<file path="config.mk">
export PLATFORM = sky130hd
export DESIGN_NAME = mips16_instruction_expander
export DESIGN_NICKNAME = d
export VERILOG_FILES = /design/src/hdl/m16x_pkg.sv /design/src/hdl/m16x_decode.sv /design/src/hdl/m16x_resolve.sv /design/src/hdl/mips16_instruction_expander.sv
export VERILOG_INCLUDE_DIRS = /design/src /design/src/hdl
export SDC_FILE = /design/constraint.sdc
export NUM_CORES = 1
export LEC_CHECK = 0
export BUFFER_PORTS_ARGS = -buffer_cell sky130_fd_sc_hd__buf_4
export CORE_MARGIN = 3
export CORE_UTILIZATION = 30
export DETAILED_ROUTE_END_ITERATION = 6
export GPL_TIMING_DRIVEN = 0
export PLACE_DENSITY = 0.53
export SLEW_MARGIN = 30
export SYNTH_ARGS = -nofsm -noshare
export SYNTH_HDL_FRONTEND = slang
export SYNTH_SLANG_ARGS = --single-unit
</file>
<file path="constraint.sdc">
create_clock -name aclk -period 16.14 [get_ports aclk]
set_input_delay 3.228 -clock aclk [delete_from_list [all_inputs] [get_ports aclk]]
set_output_delay 3.228 -clock aclk [all_outputs]
set_load 0.03 [all_outputs]
</file>
<file path="src/hdl/mips16_instruction_expander_defines.svh">
// ---------------------------------------------------------------------------
// MIPS16 instruction expander assertion macros
// Shared property templates for the expander pipeline checks.
// ---------------------------------------------------------------------------
`ifndef MIPS16_INSTRUCTION_EXPANDER_DEFINES_SVH
`define MIPS16_INSTRUCTION_EXPANDER_DEFINES_SVH

// Implication checked every clock while out of reset.
`define M16X_ASSERT_IMPL(label, clk, rstn, ante, cons, msg) \
    label: assert property (@(posedge clk) disable iff (!rstn) (ante) |-> (cons)) \
        else $error(msg);

// Next-cycle implication checked while out of reset.
`define M16X_ASSERT_NEXT(label, clk, rstn, ante, cons, msg) \
    label: assert property (@(posedge clk) disable iff (!rstn) (ante) |=> (cons)) \
        else $error(msg);

`endif

</file>
<file path="src/hdl/m16x_pkg.sv">
// ---------------------------------------------------------------------------
// MIPS16 expander package
// Opcodes, result codes, stage structs and register map helper.
// ---------------------------------------------------------------------------
`default_nettype none

package m16x_pkg;

    localparam logic [1:0] OUT_WORD     = 2'd0;
    localparam logic [1:0] OUT_DIRECT   = 2'd1;
    localparam logic [1:0] OUT_RESERVED = 2'd2;
    localparam logic [1:0] OUT_NOTCOV   = 2'd3;

    localparam logic [3:0] PK_NONE    = 4'd0;
    localparam logic [3:0] PK_ADDIUPC = 4'd1;
    localparam logic [3:0] PK_B       = 4'd2;
    localparam logic [3:0] PK_JAL     = 4'd3;
    localparam logic [3:0] PK_JALX    = 4'd4;
    localparam logic [3:0] PK_BEQZ    = 4'd5;
    localparam logic [3:0] PK_BNEZ    = 4'd6;
    localparam logic [3:0] PK_LWPC    = 4'd7;
    localparam logic [3:0] PK_JALR    = 4'd8;

    localparam logic [5:0] OP_ADDIU  = 6'h09;
    localparam logic [5:0] OP_SLTI   = 6'h0A;
    localparam logic [5:0] OP_SLTIU  = 6'h0B;
    localparam logic [5:0] OP_ORI    = 6'h0D;
    localparam logic [5:0] OP_XORI   = 6'h0E;
    localparam logic [5:0] OP_DADDIU = 6'h19;
    localparam logic [5:0] OP_LB     = 6'h20;
    localparam logic [5:0] OP_LH     = 6'h21;
    localparam logic [5:0] OP_LW     = 6'h23;
    localparam logic [5:0] OP_LBU    = 6'h24;
    localparam logic [5:0] OP_LHU    = 6'h25;
    localparam logic [5:0] OP_LWU    = 6'h27;
    localparam logic [5:0] OP_SB     = 6'h28;
    localparam logic [5:0] OP_SH     = 6'h29;
    localparam logic [5:0] OP_SW     = 6'h2B;
    localparam logic [5:0] OP_LD     = 6'h37;
    localparam logic [5:0] OP_SD     = 6'h3F;

    localparam logic [5:0] FN_SLL     = 6'h00;
    localparam logic [5:0] FN_SRL     = 6'h02;
    localparam logic [5:0] FN_SRA     = 6'h03;
    localparam logic [5:0] FN_SLLV    = 6'h04;
    localparam logic [5:0] FN_SRLV    = 6'h06;
    localparam logic [5:0] FN_SRAV    = 6'h07;
    localparam logic [5:0] FN_JR      = 6'h08;
    localparam logic [5:0] FN_SYSCALL = 6'h0C;
    localparam logic [5:0] FN_BREAK   = 6'h0D;
    localparam logic [5:0] FN_MFHI    = 6'h10;
    localparam logic [5:0] FN_MFLO    = 6'h12;
    localparam logic [5:0] FN_DSLLV   = 6'h14;
    localparam logic [5:0] FN_DSRLV   = 6'h16;
    localparam logic [5:0] FN_DSRAV   = 6'h17;
    localparam logic [5:0] FN_MULT    = 6'h18;
    localparam logic [5:0] FN_MULTU   = 6'h19;
    localparam logic [5:0] FN_DIV     = 6'h1A;
    localparam logic [5:0] FN_DIVU    = 6'h1B;
    localparam logic [5:0] FN_DMULT   = 6'h1C;
    localparam logic [5:0] FN_DMULTU  = 6'h1D;
    localparam logic [5:0] FN_DDIV    = 6'h1E;
    localparam logic [5:0] FN_DDIVU   = 6'h1F;
    localparam logic [5:0] FN_ADDU    = 6'h21;
    localparam logic [5:0] FN_SUBU    = 6'h23;
    localparam logic [5:0] FN_AND     = 6'h24;
    localparam logic [5:0] FN_OR      = 6'h25;
    localparam logic [5:0] FN_XOR     = 6'h26;
    localparam logic [5:0] FN_NOR     = 6'h27;
    localparam logic [5:0] FN_SLT     = 6'h2A;
    localparam logic [5:0] FN_SLTU    = 6'h2B;
    localparam logic [5:0] FN_DADDU   = 6'h2D;
    localparam logic [5:0] FN_DSUBU   = 6'h2F;
    localparam logic [5:0] FN_DSLL    = 6'h38;
    localparam logic [5:0] FN_DSRL    = 6'h3A;
    localparam logic [5:0] FN_DSRA    = 6'h3B;

    localparam logic [4:0] REG_T  = 5'd24;
    localparam logic [4:0] REG_SP = 5'd29;
    localparam logic [4:0] REG_RA = 5'd31;

    localparam logic [31:0] SEG_MASK = 32'hF000_0000;

    // Address adder selection chosen by the decode stage.
    localparam logic [1:0] AS_NONE = 2'd0;
    localparam logic [1:0] AS_PC2  = 2'd1;  // pc + 2 + offset
    localparam logic [1:0] AS_BASE = 2'd2;  // (base & ~3) + offset
    localparam logic [1:0] AS_JUMP = 2'd3;  // segment of pc + 4 | index

    // Stage 1 -> stage 2: decoded fields plus address operands.
    typedef struct packed {
        logic [1:0]  outcome;
        logic [31:0] word;
        logic [3:0]  kind;
        logic [4:0]  src;
        logic [4:0]  dst;
        logic        ends;
        logic        isbr;
        logic        need64;
        logic [1:0]  asel;
        logic [31:0] offset;
        logic [31:0] pc;
        logic [31:0] base;
    } dec_t;

    // Resolve -> stage 2 output register and output: final result.
    typedef struct packed {
        logic [1:0]  outcome;
        logic [31:0] word;
        logic [3:0]  kind;
        logic [31:0] target;
        logic [4:0]  src;
        logic [4:0]  dst;
        logic        ends;
        logic        isbr;
    } res_t;

    function automatic logic [4:0] map3(input logic [2:0] v);
        logic [4:0] r;
        unique case (v)
            3'd0:    r = 5'd16;
            3'd1:    r = 5'd17;
            default: r = {2'b00, v};
        endcase
        return r;
    endfunction

endpackage

`default_nettype wire

</file>
<file path="src/hdl/m16x_decode.sv">
// ---------------------------------------------------------------------------
// MIPS16 expander decode logic
// Combinational decode of one halfword (plus the second for JAL/JALX) into word or placement fields.
// ---------------------------------------------------------------------------
`default_nettype none

module m16x_decode (
    input  wire logic [15:0]  half_first,
    input  wire logic [15:0]  half_second,
    input  wire logic [31:0]  insn_addr,
    input  wire logic [31:0]  base_addr,
    output m16x_pkg::dec_t    dec
);
    import m16x_pkg::*;

    function automatic logic [31:0] itype(input logic [5:0] op, input logic [4:0] rs,
                                          input logic [4:0] rt, input logic [15:0] imm);
        return {op, rs, rt, imm};
    endfunction

    function automatic logic [31:0] rtype(input logic [4:0] rs, input logic [4:0] rt,
                                          input logic [4:0] rd, input logic [4:0] sa,
                                          input logic [5:0] fn);
        return {6'd0, rs, rt, rd, sa, fn};
    endfunction

    logic [15:0] h;
    logic [4:0]  rx, ry, rz, i5, sa_sh, sa_rr;
    logic [7:0]  i8;
    logic [15:0] i8x4, i5x8, i5x4, i5x2, i8s, i4s, i8sx8;

    assign h     = half_first;
    assign rx    = map3(h[10:8]);
    assign ry    = map3(h[7:5]);
    assign rz    = map3(h[4:2]);
    assign i8    = h[7:0];
    assign i5    = h[4:0];
    assign i8x4  = {6'd0, i8, 2'b00};
    assign i5x8  = {8'd0, i5, 3'b000};
    assign i5x4  = {9'd0, i5, 2'b00};
    assign i5x2  = {10'd0, i5, 1'b0};
    assign i8s   = {{8{i8[7]}}, i8};
    assign i4s   = {{12{h[3]}}, h[3:0]};
    assign i8sx8 = {{5{i8[7]}}, i8, 3'b000};
    // Three-bit shift amount of zero means eight.
    assign sa_sh = (h[4:2] == 3'd0) ? 5'd8 : {2'b00, h[4:2]};
    assign sa_rr = (h[10:8] == 3'd0) ? 5'd8 : {2'b00, h[10:8]};

    always_comb begin
        dec         = '0;
        dec.pc      = insn_addr;
        dec.base    = base_addr;
        dec.outcome = OUT_WORD;
        unique case (h[15:11])
            5'h00: dec.word = itype(OP_ADDIU, REG_SP, rx, i8x4);
            5'h01: begin
                dec.outcome = OUT_DIRECT; dec.kind = PK_ADDIUPC; dec.dst = rx;
                dec.asel = AS_BASE; dec.offset = {22'd0, i8, 2'b00};
            end
            5'h02: begin
                dec.outcome = OUT_DIRECT; dec.kind = PK_B; dec.ends = 1'b1;
                dec.asel = AS_PC2; dec.offset = {{20{h[10]}}, h[10:0], 1'b0};
            end
            5'h03: begin
                dec.outcome = OUT_DIRECT; dec.kind = h[10] ? PK_JALX : PK_JAL;
                dec.isbr = 1'b1; dec.asel = AS_JUMP;
                dec.offset = {4'd0, h[4:0], h[9:5], half_second, 2'b00};
            end
            5'h04, 5'h05: begin
                dec.outcome = OUT_DIRECT; dec.kind = h[11] ? PK_BNEZ : PK_BEQZ;
                dec.src = rx; dec.ends = 1'b1;
                dec.asel = AS_PC2; dec.offset = {{23{i8[7]}}, i8, 1'b0};
            end
            5'h06: begin
                unique case (h[1:0])
                    2'd0: dec.word = rtype(5'd0, ry, rx, sa_sh, FN_SLL);
                    2'd1: begin
                        dec.word = rtype(5'd0, ry, rx, sa_sh, FN_DSLL); dec.need64 = 1'b1;
                    end
                    2'd2: dec.word = rtype(5'd0, ry, rx, sa_sh, FN_SRL);
                    default: dec.word = rtype(5'd0, ry, rx, sa_sh, FN_SRA);
                endcase
            end
            5'h07: begin dec.word = itype(OP_LD, rx, ry, i5x8); dec.need64 = 1'b1; end
            5'h08: begin
                if (h[4]) begin
                    dec.word = itype(OP_DADDIU, rx, ry, i4s); dec.need64 = 1'b1;
                end else begin
                    dec.word = itype(OP_ADDIU, rx, ry, i4s);
                end
            end
            5'h09: dec.word = itype(OP_ADDIU, rx, rx, i8s);
            5'h0A: dec.word = itype(OP_SLTI, rx, REG_T, {8'd0, i8});
            5'h0B: dec.word = itype(OP_SLTIU, rx, REG_T, {8'd0, i8});
            5'h0C: begin
                unique case (h[10:8])
                    3'd0, 3'd1: begin
                        dec.outcome = OUT_DIRECT; dec.kind = h[8] ? PK_BNEZ : PK_BEQZ;
                        dec.src = REG_T; dec.ends = 1'b1;
                        dec.asel = AS_PC2; dec.offset = {{23{i8[7]}}, i8, 1'b0};
                    end
                    3'd2: dec.word = itype(OP_SW, REG_SP, REG_RA, i8x4);
                    3'd3: dec.word = itype(OP_ADDIU, REG_SP, REG_SP, i8sx8);
                    3'd5: dec.word = rtype(map3(h[2:0]), 5'd0, {h[4:3], h[7:5]}, 5'd0, FN_OR);
                    3'd7: dec.word = rtype(i5, 5'd0, ry, 5'd0, FN_OR);
                    default: dec.outcome = OUT_RESERVED;
                endcase
            end
            5'h0D: dec.word = itype(OP_ORI, 5'd0, rx, {8'd0, i8});
            5'h0E: dec.word = itype(OP_XORI, rx, REG_T, {8'd0, i8});
            5'h0F: begin dec.word = itype(OP_SD, rx, ry, i5x8); dec.need64 = 1'b1; end
            5'h10: dec.word = itype(OP_LB, rx, ry, {11'd0, i5});
            5'h11: dec.word = itype(OP_LH, rx, ry, i5x2);
            5'h12: dec.word = itype(OP_LW, REG_SP, rx, i8x4);
            5'h13: dec.word = itype(OP_LW, rx, ry, i5x4);
            5'h14: dec.word = itype(OP_LBU, rx, ry, {11'd0, i5});
            5'h15: dec.word = itype(OP_LHU, rx, ry, i5x2);
            5'h16: begin
                dec.outcome = OUT_DIRECT; dec.kind = PK_LWPC; dec.dst = rx;
                dec.asel = AS_BASE; dec.offset = {22'd0, i8, 2'b00};
            end
            5'h17: begin dec.word = itype(OP_LWU, rx, ry, i5x4); dec.need64 = 1'b1; end
            5'h18: dec.word = itype(OP_SB, rx, ry, {11'd0, i5});
            5'h19: dec.word = itype(OP_SH, rx, ry, i5x2);
            5'h1A: dec.word = itype(OP_SW, REG_SP, rx, i8x4);
            5'h1B: dec.word = itype(OP_SW, rx, ry, i5x4);
            5'h1C: begin
                unique case (h[1:0])
                    2'd0: begin
                        dec.word = rtype(rx, ry, rz, 5'd0, FN_DADDU); dec.need64 = 1'b1;
                    end
                    2'd1: dec.word = rtype(rx, ry, rz, 5'd0, FN_ADDU);
                    2'd2: begin
                        dec.word = rtype(rx, ry, rz, 5'd0, FN_DSUBU); dec.need64 = 1'b1;
                    end
                    default: dec.word = rtype(rx, ry, rz, 5'd0, FN_SUBU);
                endcase
            end
            5'h1D: begin
                unique case (h[4:0])
                    5'h00: begin
                        unique case (h[7:5])
                            3'd0: dec.word = rtype(rx, 5'd0, 5'd0, 5'd0, FN_JR);
                            3'd1: dec.word = rtype(REG_RA, 5'd0, 5'd0, 5'd0, FN_JR);
                            3'd2: begin
                                dec.outcome = OUT_DIRECT; dec.kind = PK_JALR;
                                dec.src = rx; dec.isbr = 1'b1;
                            end
                            default: dec.outcome = OUT_RESERVED;
                        endcase
                    end
                    5'h02: dec.word = rtype(rx, ry, REG_T, 5'd0, FN_SLT);
                    5'h03: dec.word = rtype(rx, ry, REG_T, 5'd0, FN_SLTU);
                    5'h04: dec.word = rtype(rx, ry, ry, 5'd0, FN_SLLV);
                    // Break code sits in the shift-amount and rd fields.
                    5'h05: dec.word = {20'd0, h[10:5], FN_BREAK};
                    5'h06: dec.word = rtype(rx, ry, ry, 5'd0, FN_SRLV);
                    5'h07: dec.word = rtype(rx, ry, ry, 5'd0, FN_SRAV);
                    5'h08: begin
                        dec.word = rtype(5'd0, ry, ry, sa_rr, FN_DSRL); dec.need64 = 1'b1;
                    end
                    5'h09: dec.word = {26'd0, FN_SYSCALL};
                    5'h0A: dec.word = rtype(rx, ry, REG_T, 5'd0, FN_XOR);
                    5'h0B: dec.word = rtype(5'd0, ry, rx, 5'd0, FN_SUBU);
                    5'h0C: dec.word = rtype(rx, ry, rx, 5'd0, FN_AND);
                    5'h0D: dec.word = rtype(rx, ry, rx, 5'd0, FN_OR);
                    5'h0E: dec.word = rtype(rx, ry, rx, 5'd0, FN_XOR);
                    5'h0F: dec.word = rtype(ry, 5'd0, rx, 5'd0, FN_NOR);
                    5'h10: dec.word = rtype(5'd0, 5'd0, rx, 5'd0, FN_MFHI);
                    5'h12: dec.word = rtype(5'd0, 5'd0, rx, 5'd0, FN_MFLO);
                    5'h13: begin
                        dec.word = rtype(5'd0, ry, ry, sa_rr, FN_DSRA); dec.need64 = 1'b1;
                    end
                    5'h14: begin
                        dec.word = rtype(rx, ry, ry, 5'd0, FN_DSLLV); dec.need64 = 1'b1;
                    end
                    5'h16: begin
                        dec.word = rtype(rx, ry, ry, 5'd0, FN_DSRLV); dec.need64 = 1'b1;
                    end
                    5'h17: begin
                        dec.word = rtype(rx, ry, ry, 5'd0, FN_DSRAV); dec.need64 = 1'b1;
                    end
                    5'h18: dec.word = rtype(rx, ry, 5'd0, 5'd0, FN_MULT);
                    5'h19: dec.word = rtype(rx, ry, 5'd0, 5'd0, FN_MULTU);
                    5'h1A: dec.word = rtype(rx, ry, 5'd0, 5'd0, FN_DIV);
                    5'h1B: dec.word = rtype(rx, ry, 5'd0, 5'd0, FN_DIVU);
                    5'h1C: begin
                        dec.word = rtype(rx, ry, 5'd0, 5'd0, FN_DMULT); dec.need64 = 1'b1;
                    end
                    5'h1D: begin
                        dec.word = rtype(rx, ry, 5'd0, 5'd0, FN_DMULTU); dec.need64 = 1'b1;
                    end
                    5'h1E: begin
                        dec.word = rtype(rx, ry, 5'd0, 5'd0, FN_DDIV); dec.need64 = 1'b1;
                    end
                    5'h1F: begin
                        dec.word = rtype(rx, ry, 5'd0, 5'd0, FN_DDIVU); dec.need64 = 1'b1;
                    end
                    default: dec.outcome = OUT_RESERVED;
                endcase
            end
            default: dec.outcome = OUT_NOTCOV;
        endcase
        // Reserved and uncovered cells carry no word.
        if (dec.outcome == OUT_RESERVED || dec.outcome == OUT_NOTCOV) begin
            dec.word = '0;
        end
    end

endmodule

`default_nettype wire

</file>
<file path="src/hdl/m16x_resolve.sv">
// ---------------------------------------------------------------------------
// MIPS16 expander resolve logic
// Target address add and doubleword gating on a decoded item.
// ---------------------------------------------------------------------------
`default_nettype none

module m16x_resolve (
    input  wire logic           allow_64bit,
    input  m16x_pkg::dec_t      dec,
    output m16x_pkg::res_t      res
);
    import m16x_pkg::*;

    logic [31:0] pc4;

    assign pc4 = dec.pc + 32'd4;

    always_comb begin
        res         = '0;
        res.outcome = dec.outcome;
        res.word    = dec.word;
        res.kind    = dec.kind;
        res.src     = dec.src;
        res.dst     = dec.dst;
        res.ends    = dec.ends;
        res.isbr    = dec.isbr;
        unique case (dec.asel)
            AS_PC2:  res.target = dec.pc + 32'd2 + dec.offset;
            AS_BASE: res.target = {dec.base[31:2], 2'b00} + dec.offset;
            AS_JUMP: res.target = (pc4 & SEG_MASK) | dec.offset;
            default: res.target = '0;
        endcase
        // Doubleword forms are reserved while 64-bit support is off.
        if (dec.need64 && !allow_64bit) begin
            res         = '0;
            res.outcome = OUT_RESERVED;
        end
    end

endmodule

`default_nettype wire

</file>
<file path="src/hdl/mips16_instruction_expander.sv">
// ---------------------------------------------------------------------------
// MIPS16 instruction expander
// Expands non-extended MIPS16 halfwords into standard words or placements.
// ---------------------------------------------------------------------------
//  channel  | direction | contents
//  s_*      | in        | half_first, half_second, insn_addr, base_addr
//  m_*      | out       | outcome, word, kind, target, src/dst regs, flags
//  cfg_*    | in        | allow_64bit write data
//
// Three register stages: input capture, decoded fields, output register (after address add and gating).
// One request enters every cycle when m_ready holds.
// A stage advances when it is empty or the stage after it advances, so a stall
// ripples back without loss or repeat. Reset clears valid bits and allow_64bit.
// ---------------------------------------------------------------------------
`default_nettype none

`include "mips16_instruction_expander_defines.svh"

module mips16_instruction_expander (
    input  wire logic        aclk,
    input  wire logic        aresetn,
    input  wire logic        cfg_valid,
    output wire logic        cfg_ready,
    input  wire logic        cfg_data,
    input  wire logic        s_valid,
    output wire logic        s_ready,
    input  wire logic [15:0] s_half_first,
    input  wire logic [15:0] s_half_second,
    input  wire logic [31:0] s_insn_addr,
    input  wire logic [31:0] s_base_addr,
    output wire logic        m_valid,
    input  wire logic        m_ready,
    output wire logic [1:0]  m_outcome,
    output wire logic [31:0] m_expanded_word,
    output wire logic [3:0]  m_place_kind,
    output wire logic [31:0] m_target_addr,
    output wire logic [4:0]  m_src_reg,
    output wire logic [4:0]  m_dst_reg,
    output wire logic        m_compact_br,
    output wire logic        m_link_jump
);
    import m16x_pkg::*;

    logic   allow_reg;
    logic   v0_reg, v1_reg, v2_reg;
    logic   adv0, adv1, adv2;
    logic [15:0] hf_reg, hs_reg;
    logic [31:0] pc_reg, base_reg;
    dec_t   dec_next, dec_reg;
    res_t   res_next, res_reg;

    // Stage advance: a stage loads when it is empty or its successor advances.
    assign adv2    = !v2_reg || m_ready;
    assign adv1    = !v1_reg || adv2;
    assign adv0    = !v0_reg || adv1;
    assign s_ready = adv0;
    assign cfg_ready = 1'b1;

    always_ff @(posedge aclk) begin
        if (!aresetn) begin
            allow_reg <= 1'b0;
        end else if (cfg_valid) begin
            allow_reg <= cfg_data;
        end
    end

    // Stage 0: input capture.
    always_ff @(posedge aclk) begin
        if (!aresetn) begin
            v0_reg <= 1'b0;
        end else if (adv0) begin
            v0_reg <= s_valid;
        end
    end
    always_ff @(posedge aclk) begin
        if (adv0 && s_valid) begin
            hf_reg   <= s_half_first;
            hs_reg   <= s_half_second;
            pc_reg   <= s_insn_addr;
            base_reg <= s_base_addr;
        end
    end

    m16x_decode u_decode (
        .half_first  (hf_reg),
        .half_second (hs_reg),
        .insn_addr   (pc_reg),
        .base_addr   (base_reg),
        .dec         (dec_next)
    );

    // Stage 1: decoded fields.
    always_ff @(posedge aclk) begin
        if (!aresetn) begin
            v1_reg <= 1'b0;
        end else if (adv1) begin
            v1_reg <= v0_reg;
        end
    end
    always_ff @(posedge aclk) begin
        if (adv1 && v0_reg) begin
            dec_reg <= dec_next;
        end
    end

    m16x_resolve u_resolve (
        .allow_64bit (allow_reg),
        .dec         (dec_reg),
        .res         (res_next)
    );

    // Stage 2: output register.
    always_ff @(posedge aclk) begin
        if (!aresetn) begin
            v2_reg <= 1'b0;
        end else if (adv2) begin
            v2_reg <= v1_reg;
        end
    end
    always_ff @(posedge aclk) begin
        if (adv2 && v1_reg) begin
            res_reg <= res_next;
        end
    end

    assign m_valid         = v2_reg;
    assign m_outcome       = res_reg.outcome;
    assign m_expanded_word = res_reg.word;
    assign m_place_kind    = res_reg.kind;
    assign m_target_addr   = res_reg.target;
    assign m_src_reg       = res_reg.src;
    assign m_dst_reg       = res_reg.dst;
    assign m_compact_br    = res_reg.ends;
    assign m_link_jump     = res_reg.isbr;

    `M16X_ASSERT_NEXT(a_out_hold, aclk, aresetn, m_valid && !m_ready,
        m_valid && $stable(res_reg), "output changed while stalled")
    `M16X_ASSERT_IMPL(a_kind_direct, aclk, aresetn, m_valid && m_outcome != OUT_DIRECT,
        m_place_kind == PK_NONE && m_target_addr == 32'd0, "placement set on non-direct")
    `M16X_ASSERT_NEXT(a_stage_move, aclk, aresetn, v1_reg && adv2, v2_reg,
        "decoded request lost before output")
    `M16X_ASSERT_IMPL(a_word_zero, aclk, aresetn, m_valid && m_outcome != OUT_WORD,
        m_expanded_word == 32'd0, "word set on non-word result")

endmodule

`default_nettype wire

</file>
==> results.sh <==
export IMPL_ys_seq_area_share_pct=57.7
export IMPL_clkLatencyLatePin_ns=0.55
export IMPL_clock_sinks=321
export IMPL_wl_mm=51.4
export IMPL_placeableCoreArea_sq_mm=0.0543
export IMPL_reg2reg_depth=12
export IMPL_grt_max_degree=26
export IMPL_setup_ws_ns=8.61
export IMPL_synthDominantCellAreaShare_pct=57.3
export IMPL_ios=187
export IMPL_drt_iter0_drc=1165
export IMPL_setup_viol=0
export IMPL_skew_ns=0.0259
export IMPL_die_h_microns=241
export IMPL_cp_max_fo=6
export IMPL_htreeDepth=2
export IMPL_tightest_slew_ns=0.891
export IMPL_portBuffers=182
export IMPL_synth_distinct_cells=89
export IMPL_dp_slack_ns=8.61
export IMPL_grt_ovfl_total=0
export IMPL_startpoint="m_ready"
export IMPL_synth_avg_cell_area_sq_um=11.6
export IMPL_track_usage_pct=17.5
export IMPL_rr_endpoint="m_target_addr[20]$_SDFFCE_PP0P_"
export IMPL_start_util_pct=30.6
export IMPL_whs_ns=0.411
export IMPL_p_per_area_mw_per_mm2=110
export IMPL_critPathLaunchType="input port"
export IMPL_nets=1859
export IMPL_cp_endpoint="s_ready"
export IMPL_clockRootBuffer="clkbuf_16"
export IMPL_dp_hpwl_mm=40.1
export IMPL_num_vias=12400
export IMPL_grt_pass1_wl_mm=76.1
export IMPL_hold_path_cell_count=0
export IMPL_yosysMostFrequentCell="edfxtp_1"
export IMPL_synthTopCellsByArea="edfxtp_1 57%, ha_1 6.6%, nand2_1 3.1%, a21oi_1 2.9%, nor2_1 2.3%"
export IMPL_ctsResizeCount=0
export IMPL_cp_arrival_ns=4.30
export IMPL_syn_inst=1429
export IMPL_hold_viol=0
export IMPL_r2r_setup_slack_ns=12.58
export IMPL_setup_worst_path_end_class="output pin"
export IMPL_rsz0062_at_grt="false"
export IMPL_r2r_start="dec_reg[66]$_DFFE_PP_"
export IMPL_fin_crit_sh_pct=46.6
export IMPL_largest_reg_flops=142
export IMPL_viasPerCell=5.10
export IMPL_period_needed_ns=7.53
export IMPL_hp_class="reg2reg"
export IMPL_grt_pass1_vias=12200
export IMPL_ys_async_sr_fraction_pct=0
export IMPL_maxCapViolCount=0
export IMPL_synth_nets=1621
export IMPL_dr_pass1_iters=6
export IMPL_path_class="in2out"
export IMPL_drc=0
export IMPL_ctsHoldBuffers=0
export IMPL_fmax_mhz=133
export IMPL_max_slew_margin_pct=40.4
export IMPL_synth_main_ff_cell="edfxtp_1"
export IMPL_synth_seq_cells=321
export IMPL_numCtsBuffers=37
export IMPL_ys_top_cells_by_count="317 x edfxtp_1, 136 x nand2_1, 100 x nor2_1"
export IMPL_slew_violations=0
export IMPL_final_core_util_pct=37.8
export IMPL_die_w_microns=241
export IMPL_area_delta_synth_final_pct=23.5
export IMPL_synth_edf_count=317
export IMPL_critPathRequiredTime_ns=12.91
export IMPL_antenna_found_initial=0
export IMPL_drive_gt1_share_pct=18.1
export IMPL_cts_tree="built"
export IMPL_yosys_warnings=0
export IMPL_drtAntennaViolNets=0
export IMPL_clk_pin_slew_ns=0.06
export IMPL_status="completed"
export IMPL_fp_dieArea_sq_mm=0.0583
export IMPL_post_drt_wl_per_cell_microns=21.1
export IMPL_antennaDiodeCount=0
export IMPL_std_cell_rows=85
export IMPL_syn_area_sq_mm=0.0166
export IMPL_cts_setup_buffers=0
export IMPL_yosys_area_top_type="edfxtp_1"
export IMPL_power_leakage_nw=7.71
export IMPL_irDropWorstVdd_v=0.0000557
export IMPL_gp_congestion=0.918
export IMPL_cts_buffer_depth=3
worst min path at each step:
| stage | start | slack, ns | to |
|---|---|---|---|
| 6_report | pc_reg[26]$_DFFE_PP_ | 0.41 | dec_reg[58]$_DFFE_PP_ |
| 5_1_grt | pc_reg[26]$_DFFE_PP_ | 0.42 | dec_reg[58]$_DFFE_PP_ |
| 4_1_cts | pc_reg[26]$_DFFE_PP_ | 0.41 | dec_reg[58]$_DFFE_PP_ |
| 3_5_place_dp | base_reg[25]$_DFFE_PP_ | 0.40 | dec_reg[25]$_DFFE_PP_ |
| 3_3_place_gp | base_reg[8]$_DFFE_PP_ | 0.41 | dec_reg[8]$_DFFE_PP_ |
| 2_1_floorplan | base_reg[10]$_DFFE_PP_ | 0.40 | dec_reg[10]$_DFFE_PP_ |
critical path, cell delays in order:
cell and delay, ns:
buf_4 0.11, nor2b_1 0.57, nand3_1 0.18, buf_4 0.21
per-layer routing:
metal / wire length (microns) / GRT usage [%] / part of all wire [%] / vias up
met3: 2790 / 2.79 / 5.4 / 70
met2: 25000 / 29.6 / 49 / 394
met1: 22200 / 23.1 / 43 / 6015
li1: - / - / - / 5924
met4: 1350 / 5.12 / 2.6 / 0
met5: 0 / 0 / 0 / -
through the flow:
step                TNS (ns)  total power, mW  cells  area (sq um)
floorplan                  0             1.29   1429         16600
global placement     -470.30             1.43   2350         18900
detailed placement         0             1.43   2367         19300
CTS                        0             2.28   2432         20500
global route               0             2.36   2432         20500
finish                     0             2.25   2432         20500
power by group:
| group | leakage, nW | internal [mW] | switching, mW | total [mW] |
|---|---|---|---|---|
| clock network | 0.599 | 0.505 | 0.331 | 0.837 |
| registers | 2.96 | 0.981 | 0.0293 | 1.01 |
| logic | 4.15 | 0.156 | 0.250 | 0.405 |
| total | 7.71 | 1.64 | 0.610 | 2.25 |
final cells by class:
class	count	area [sq um]
fill	5309	33800
multi-input combinational	996	6620
inverter	38	143
sequential	321	9600
tap	739	925
timing repair buffer	199	1720
clock buffer	40	947
buffer	74	307
clock inverter	25	268
cell families after synthesis:
kind of cell	share of synthesized area [%]
buffers and inverters	2.70
other	0.0452
AO/OA/AOI/OAI	16.6
AND/OR/NAND/NOR	13.0
XOR/XNOR	2.32
adder cells (fa/ha/maj)	6.86
flip-flops	57.7
multiplexers	0.790
cell usage in the layout, fill, tap and decap left out, drive strengths merged, types with 29 or more instances in the layout:
master / count
edfxtp: 317
buf: 219
nand2: 137
nor2: 101
a21oi: 99
clkbuf: 94
ha: 88
o21ai: 86
and2: 60
inv: 40
a21o: 32
nand3: 29
(Power assumes the default switching activity.)
